**config.mk**
```make
export PLATFORM = sky130hd
export DESIGN_NAME = shlg_ctrl
export DESIGN_NICKNAME = d
export VERILOG_FILES = /design/src/rtl/shlg_pkg.sv /design/src/rtl/shlg_ctrl.sv
export SDC_FILE = /design/constraint.sdc
export NUM_CORES = 1
export LEC_CHECK = 0
export BUFFER_PORTS_ARGS = -buffer_cell sky130_fd_sc_hd__buf_2
export CORE_AREA = 3 3 40 42
export DETAILED_ROUTE_END_ITERATION = 10
export DIE_AREA = 0 0 43 45
export PLACE_DENSITY = 0.61
export SKIP_LAST_GASP = 1
export SLEW_MARGIN = 20
export SYNTH_ARGS = -nofsm -noshare
export SYNTH_HDL_FRONTEND = slang
export SYNTH_SLANG_ARGS = --single-unit
```
**constraint.sdc**
```tcl
create_clock -name clk -period 4.21 [get_ports clk]
set_input_delay 0.6315 -clock clk [delete_from_list [all_inputs] [get_ports clk]]
set_output_delay 0.6315 -clock clk [all_outputs]
set_load 0.01 [all_outputs]
```
**src/rtl/shlg_pkg.sv**
```systemverilog
// Shared types and constants for the SVR loss/gradient engine.
// No dependencies.
package shlg_pkg;

	localparam logic [1:0] ACT_LOAD   = 2'd0;
	localparam logic [1:0] ACT_FEAT   = 2'd1;
	localparam logic [1:0] ACT_FINISH = 2'd2;
	localparam logic [1:0] ACT_RSVD   = 2'd3;

	localparam logic [1:0] REG_LAMBDA = 2'd0;
	localparam logic [1:0] REG_MARGIN = 2'd1;
	localparam logic [1:0] REG_DIMS   = 2'd2;

	localparam logic [46:0] LOSS_MAX = {47{1'b1}};

	typedef struct packed {
		logic [1:0]         action;
		logic [4:0]         element_index;
		logic signed [31:0] value;
		logic signed [31:0] target;
		logic               last_element;
	} in_word_t;

	typedef struct packed {
		logic [46:0]        loss;
		logic [4:0]         grad_index;
		logic signed [31:0] grad_value;
		logic               last_of_run;
	} out_word_t;

	typedef enum logic [4:0] {
		ST_IDLE, ST_FEAT_RD, ST_FEAT_MUL, ST_FEAT_ACC,
		ST_CL_RES, ST_CL_MAG, ST_CL_CMP, ST_CL_LOSS,
		ST_W_BUF, ST_W_GRD, ST_W_WR, ST_CL_END,
		ST_SQ_RD, ST_SQ_MUL, ST_SQ_ACC,
		ST_RG_LO, ST_RG_HI, ST_RG_SUM, ST_RG_TOT,
		ST_GR_RD, ST_GR_MUL, ST_GR_OUT, ST_FIN_END
	} shlg_state_t;

	typedef enum logic [4:0] {
		OP_IDLE, OP_FEAT_RD, OP_FEAT_MUL, OP_FEAT_ACC,
		OP_CL_RES, OP_CL_MAG, OP_CL_CMP, OP_CL_LOSS,
		OP_W_BUF, OP_W_GRD, OP_W_WR, OP_CL_END,
		OP_SQ_RD, OP_SQ_MUL, OP_SQ_ACC,
		OP_RG_LO, OP_RG_HI, OP_RG_SUM, OP_RG_TOT,
		OP_GR_RD, OP_GR_MUL, OP_GR_OUT, OP_FIN_END
	} dp_op_t;

	typedef struct packed {
		logic   accept;
		dp_op_t op;
	} dp_cmd_t;

	typedef struct packed {
		logic last_elem;
		logic walk_go;
		logic walk_more;
		logic i_more;
	} dp_stat_t;

endpackage

```
**src/rtl/shlg_ctrl.sv**
```systemverilog
// Sequencer for the SVR loss/gradient engine.
// Depends on shlg_pkg; drives shlg_dp through command/status structs.
module shlg_ctrl (
	input  logic               clk,
	input  logic               arst_n,
	input  logic               start,
	input  logic [1:0]         action,
	input  shlg_pkg::dp_stat_t stat,
	output shlg_pkg::dp_cmd_t  cmd,
	output logic               busy
);
	import shlg_pkg::*;

	shlg_state_t state_q, state_d;
	logic        accept;

	assign accept = start && (state_q == ST_IDLE);

	always_ff @(posedge clk or negedge arst_n) begin
		if (!arst_n) begin
			state_q <= ST_IDLE;
		end else begin
			state_q <= state_d;
		end
	end

	always_comb begin
		state_d = state_q;
		case (state_q)
			ST_IDLE: begin
				if (accept && action == ACT_FEAT) state_d = ST_FEAT_RD;
				else if (accept && action == ACT_FINISH) state_d = ST_SQ_RD;
			end
			ST_FEAT_RD:  state_d = ST_FEAT_MUL;
			ST_FEAT_MUL: state_d = ST_FEAT_ACC;
			ST_FEAT_ACC: state_d = stat.last_elem ? ST_CL_RES : ST_IDLE;
			ST_CL_RES:   state_d = ST_CL_MAG;
			ST_CL_MAG:   state_d = ST_CL_CMP;
			ST_CL_CMP:   state_d = ST_CL_LOSS;
			ST_CL_LOSS:  state_d = stat.walk_go ? ST_W_BUF : ST_CL_END;
			ST_W_BUF:    state_d = ST_W_GRD;
			ST_W_GRD:    state_d = ST_W_WR;
			ST_W_WR:     state_d = stat.walk_more ? ST_W_BUF : ST_CL_END;
			ST_CL_END:   state_d = ST_IDLE;
			ST_SQ_RD:    state_d = ST_SQ_MUL;
			ST_SQ_MUL:   state_d = ST_SQ_ACC;
			ST_SQ_ACC:   state_d = stat.i_more ? ST_SQ_RD : ST_RG_LO;
			ST_RG_LO:    state_d = ST_RG_HI;
			ST_RG_HI:    state_d = ST_RG_SUM;
			ST_RG_SUM:   state_d = ST_RG_TOT;
			ST_RG_TOT:   state_d = ST_GR_RD;
			ST_GR_RD:    state_d = ST_GR_MUL;
			ST_GR_MUL:   state_d = ST_GR_OUT;
			ST_GR_OUT:   state_d = stat.i_more ? ST_GR_RD : ST_FIN_END;
			ST_FIN_END:  state_d = ST_IDLE;
			default:     state_d = ST_IDLE;
		endcase
	end

	always_comb begin
		cmd.accept = accept;
		busy       = (state_q != ST_IDLE);
		case (state_q)
			ST_IDLE:     cmd.op = OP_IDLE;
			ST_FEAT_RD:  cmd.op = OP_FEAT_RD;
			ST_FEAT_MUL: cmd.op = OP_FEAT_MUL;
			ST_FEAT_ACC: cmd.op = OP_FEAT_ACC;
			ST_CL_RES:   cmd.op = OP_CL_RES;
			ST_CL_MAG:   cmd.op = OP_CL_MAG;
			ST_CL_CMP:   cmd.op = OP_CL_CMP;
			ST_CL_LOSS:  cmd.op = OP_CL_LOSS;
			ST_W_BUF:    cmd.op = OP_W_BUF;
			ST_W_GRD:    cmd.op = OP_W_GRD;
			ST_W_WR:     cmd.op = OP_W_WR;
			ST_CL_END:   cmd.op = OP_CL_END;
			ST_SQ_RD:    cmd.op = OP_SQ_RD;
			ST_SQ_MUL:   cmd.op = OP_SQ_MUL;
			ST_SQ_ACC:   cmd.op = OP_SQ_ACC;
			ST_RG_LO:    cmd.op = OP_RG_LO;
			ST_RG_HI:    cmd.op = OP_RG_HI;
			ST_RG_SUM:   cmd.op = OP_RG_SUM;
			ST_RG_TOT:   cmd.op = OP_RG_TOT;
			ST_GR_RD:    cmd.op = OP_GR_RD;
			ST_GR_MUL:   cmd.op = OP_GR_MUL;
			ST_GR_OUT:   cmd.op = OP_GR_OUT;
			ST_FIN_END:  cmd.op = OP_FIN_END;
			default:     cmd.op = OP_IDLE;
		endcase
	end

endmodule

```
* After elaboration in Yosys (flattened, before gate mapping)
Memory sizes are Yosys's and may differ from the RTL's. Cells that the tools add are included.
Storage, ports and cells: bits in registers 5, bits in latches 0, bits in writable memories 0, ROM bits 160, output and inout port bits 7, memories kept 1
Operators by class: add/subtract/negate cells 0, $mul 0, div/mod/pow operators 0, order comparisons 0, eq/ne operators 23, shift-type cells 0, muxes and demuxes 8, bitwise gates (word level) 0, reductions and logical operators 5
Memory list:
- (no name shown) | depth 32, width 5, read ports 1, clocked after memory_dff 0, write ports 0, RTL line shlg_ctrl.sv:63 | case (state_q)
Operator list (number):
- case mux 5 bit (21 select lines) | 1
- equality test 5 x 4 -> 1 bit, second input constant | 7
- equality test 5 bit, second input constant | 6
- equality test 5 x 3 -> 1 bit, second input constant | 4
- equality test 5 x 2 -> 1 bit, second input constant | 2
- 2-to-1 mux 5 bit | 2
- 2-to-1 mux 2 bit | 3
- 2-to-1 mux 3 bit | 2
- equality test 5 x 1 -> 1 bit, second input constant | 1
- logical NOT 5 bit | 1
- nonzero test 5 bit | 1
- logical AND 1 bit | 3
- != test 3 x 1 -> 1 bit, second input constant | 1
- equality test 2 x 1 -> 1 bit, second input constant | 1
- equality test 2 bit, second input constant | 1

* Logic depth before layout (Yosys ltp)
word-level depth 6, gate-level depth with buffers 5, depth with buffers taken out 4

* Worst setup path before layout
OpenSTA, ideal clock, no wires.
kind reg-to-output, start register state_q[4], end output port cmd[5] (netlist name), arrival 1.241 ns, path slack 2.338 ns, cell stages (with the launch flop) 5, buffers on the path 1, cell sequence dfrtp_1 > or3_1 > nor3_2 > and2_1 > buf_4
Between the ends: cells in the longest elaborated chain, start to end 2
Ends and longest elaborated chain:
- start: declaration | RTL line shlg_ctrl.sv:14 | shlg_state_t state_q, state_d;
- start signal: assignment | RTL line shlg_ctrl.sv:23 | state_q <= state_d;
- logical NOT 5 bit | RTL line shlg_ctrl.sv:17 | assign accept = start && (state_q == ST_IDLE);
- logical AND 1 bit | RTL line shlg_ctrl.sv:17
- end: declaration | RTL line shlg_ctrl.sv:9 | output shlg_pkg::dp_cmd_t cmd,
No other way between the ends.

==> flow_results.org <==
** Yosys
- The synthesized netlist contains 36 unique library cells.
- Most used flip-flop cell after synthesis :: dfrtp_1
- Post-synthesis sequential element count :: 5
- Synthesized instance count :: 61
- For this run, the number of Yosys warnings is 0.
- Portion of the post-synthesis area used by sequential elements :: 25.77%
- Async set-or-reset flop fraction in the synthesized netlist :: 100.0%
- Ranked by instance count, the synthesized netlist is headed by a21oi_1 (8), nand2_1 (6), dfrtp_1 (5), nor2b_1 (3).
- Area leader, netlist :: dfrtp_1
- After synthesis the cells add up to 485.5 um2.
- The top cell type by area accounts for 25.77% of the synthesized area.
- Xor-xnor portion of the synthesized cell area :: 0%
- Multiplexer fraction of the synthesized cell area :: 0%
- Summing the areas of all compound-gate instances in the mapped netlist gives 33.25% of the synthesized area.
- Main combinational cell family by area after synthesis :: simple AND/OR/NAND/NOR gates
- In the post-synthesis netlist, the cell with the most instances is a21oi_1.
- Synthesized-area fraction occupied by and/or/nand/nor cells :: 34.28%
- A synthesized cell averages 7.958 um2.
- Count of flip-flops with a built-in enable after synthesis :: 0
- Summing the areas of all fa, ha and maj instances in the mapped netlist gives 0% of the synthesized area.
- Top post-synthesis cells by area :: dfrtp_1 (26%), a21oi_1 (8.2%), nand2_1 (4.6%)
- Synthesis produced a netlist with a net count of 70.

** Cells and area
- Register bank with the most flops :: state_q
- Number of flip-flops under the largest register name :: 5
- Share of final-layout standard cells stronger than drive strength 1 :: 29.33%
- # nets final :: 85
- Registers take 125.1 um2.
- Filler cell count in the final layout :: 142
- Summing all multi-input logic gate instances after layout gives 327.8 um2.
- The largest registers in the layout are state_q (5).
- The area growth from synthesis to layout is 19.59%.
- Count of placed standard cells in the final layout, fillers left out :: 90
- Antenna diodes :: 0

** Power and ir drop
- IR drop worst, VDD :: 0.2595 mV
- Combinational logic burns 52.9% of the power.
- The share of total power dissipated in the clock network is 12.7%.
- Power Dens Cells :: 713.0 mW/mm2
- In this run the static leakage power is 0.2514 nW.
- Sequential share of power :: 34.4%
- Power spent charging and discharging nets :: 0.0001953 W
- Total power draw :: 0.0004139 W
- The internal power of the cells totals 0.0002186 W.
- Switching share of total power :: 47.19%

** Placement
- DP Wirelength :: 811.7 um
- Counting tap cells, the placed design contains a total of 86 instances.
- The congestion estimate from routability-driven global placement came to 0.7519.
- Number of buffers added on ports :: 15

** Clock tree
- TritonCTS built the clock tree.
- Hold-fix buffer count after cts :: 0
- Clock transition time at the flip-flop clock pins of the worst setup and hold paths :: 40 ps
- The cell sitting at the root of the clock tree is a clkbuf_4.
- The number of setup buffers added after CTS is 0.
- CTS built an H-tree with a depth of 1.
- For this design, the sink count on the clock tree is 5.
- Number of gates resized after CTS :: 0
- The longest clock path from root to sink contains 2 buffers.
- Clock latency at the later pin of the worst-skew pair :: 230 ps
- Number of buffers added by the clock tree synthesis step :: 3

** Detailed routing
- For this run, design rule violations remaining after detail routing come to 0.
- The first detailed-routing pass ran for 4 iterations.
- Vias per cell :: 5.578
- Final routed wirelength across all metal layers :: 1.137 mm
- Vias after detailed routing :: 502
- Post-DR wirelength/cell :: 12.63 um
- First DRT Iteration DRCs :: 11
- In this run the remaining antenna-violating nets after routing total 0.

** STA
- Timing would allow up to 417.7 MHz.
- Post-route setup TNS :: 0 ps
- The final hold violation count is 0.
- Setup violations remaining at the end of the flow were counted as 0.
- The worst path needs 2394 ps of the cycle, external delays included.
- Setup repair after global routing left no endpoint under its margin.
- The count of pins over their slew limit is 0.
- Slew at the pin with the worst max-slew slack :: 482.5 ps
- The clock arrives with 1.839 ps of skew.
- The final critical path takes up 56.86% of the cycle.
- In this run the tightest slew margin relative to its limit is 67.83%.

** Die
- Placement row count :: 13
- Width of the die :: 43 um
- Chip height :: 45 um
- Starting Density :: 37.78%
- # IOs :: 16
- The die covers 0.001935 mm2.
- Core area :: 0.001285 mm2

** Run status
- The flow ran to the end, and the final reports show no timing, DRC or antenna violations.

** Setup path
- Chain of cells forming the critical path :: or3_1, nor3_2, and2_1, buf_2
- The worst setup path is captured at an output port.
- Cell family with the largest share of critical-path delay :: simple AND/OR/NAND/NOR gates
- The critical path ends at cmd[5].
- Worst Reg2Reg Path Length in Cells :: 4
- Worst-path cell with the longest stage delay :: dfrtp_1
- The startpoint identified for the worst register-to-register timing path is state_q[3].
- The setup path with the least slack is of type register to output port.
- In this run the number of cells on the critical path is 4.
- In this run the register-to-register setup slack is 2590 ps.
- Worst R2R End :: state_q[3]
- Critical Path Max Stage Delay :: 550 ps
- STA puts the critical path data required time at 3580 ps.
- Combined buffer and inverter count along the critical path :: 1
- Element type at the critical path start :: register
- Launch point of the critical path :: state_q[3]
- Along the worst path, the maximum fanout reaches 19.
- Data arrives at the worst endpoint at 1760 ps.

** GRT
- Remaining global-route overflow :: 0
- The number of global-route vias before repair is 425.
- Largest net degree at the start of global routing :: 20
- The number of antenna violations at the first check in global routing came to 0.
- Total Routing Usage GR :: 12.38%
- The first global-routing pass estimated 1.876 mm of wire.

** Worst hold path
- In this run the worst hold path is classified as input pin to asynchronous set/reset pin.

** Flow run
- # Max-Cap Violations :: 0
metrics by stage:
stage,setup slack (ps),area [um2],hold WS (ps),utilization [%]
after floorplan,2338,485.5,335.9,-
after global placement,2112,554.3,445.7,43.14
after detailed placement,2063,554.3,448.4,43.14
after CTS,1808,580.6,199.1,45.18
after global routing,1691,580.6,200.2,45.18
final,1816,580.6,202.7,45.18
metal layers:
metal	vias to the layer above	routed length (um)	track usage [%]
met5	-	0	0
met4	0	0	1.807
met3	0	56	2.789
met2	14	569	19.16
met1	231	511	18.09
li1	257	-	-
power by group through the flow:
stage          clock [W]  combinational [W]  sequential, W
2_1_floorplan          0           0.000204      0.0000954
5_1_grt        0.0000589           0.000244       0.000151
6_report       0.0000526           0.000219       0.000142
3_5_place_dp           0           0.000220       0.000142
4_1_cts        0.0000542           0.000221       0.000142
3_3_place_gp           0           0.000221       0.000142
worst reg2reg max path, cell delays in order (launching register included):
cell,delay [ps]
dfrtp_1,550
or3_1,450
nor3_2,220
and2_1,180
o2bb2ai_1,130
worst min-delay path by stage:
stage | depth (start not counted) | endpoint | slack, ps
floorplan | 0 | state_q[0] | 340
global placement | 1 | state_q[1] | 450
detailed placement | 1 | state_q[1] | 450
CTS | 1 | state_q[1] | 200
global route | 1 | state_q[0] | 200
finish | 1 | state_q[0] | 200
placed cells by master (no fill, tap or decap), drive strengths merged:
master and n:
or4b 1, nand2 6, buf 15, o221ai 1
nor3b 1, o211ai 1, o21a 1, or3 1
nand2b 2, a222oi 1, or3b 1, a31oi 1
nor2b 3, nand4bb 1, or2 1, o2bb2ai 2
clkbuf 4, a21o 1, a21boi 2, and3b 1
nor2 1, nor3 2, o311ai 1, a21oi 8
and2 2, inv 2, or4bb 1, nand3b 1
o22a 1, dfrtp 5, a31o 1, o21ai 3
logic make-up (layout without fill, tap and decap cells):
| kind of cell | Yosys count | after routing |
|---|---|---|
| compound gates | 24 | 24 |
| flops | 5 | 5 |
| simple gates | 25 | 25 |
| buf+inv | 7 | 21 |
layout make-up:
cell class	count	share of cell area (%)
inverter	2	1.293
clock buffer	4	4.526
sequential	5	21.55
timing repair buffer	15	12.93
tap	15	3.233
multi-input combinational	49	56.47
No activity file was read; power rests on OpenSTA's default activity.
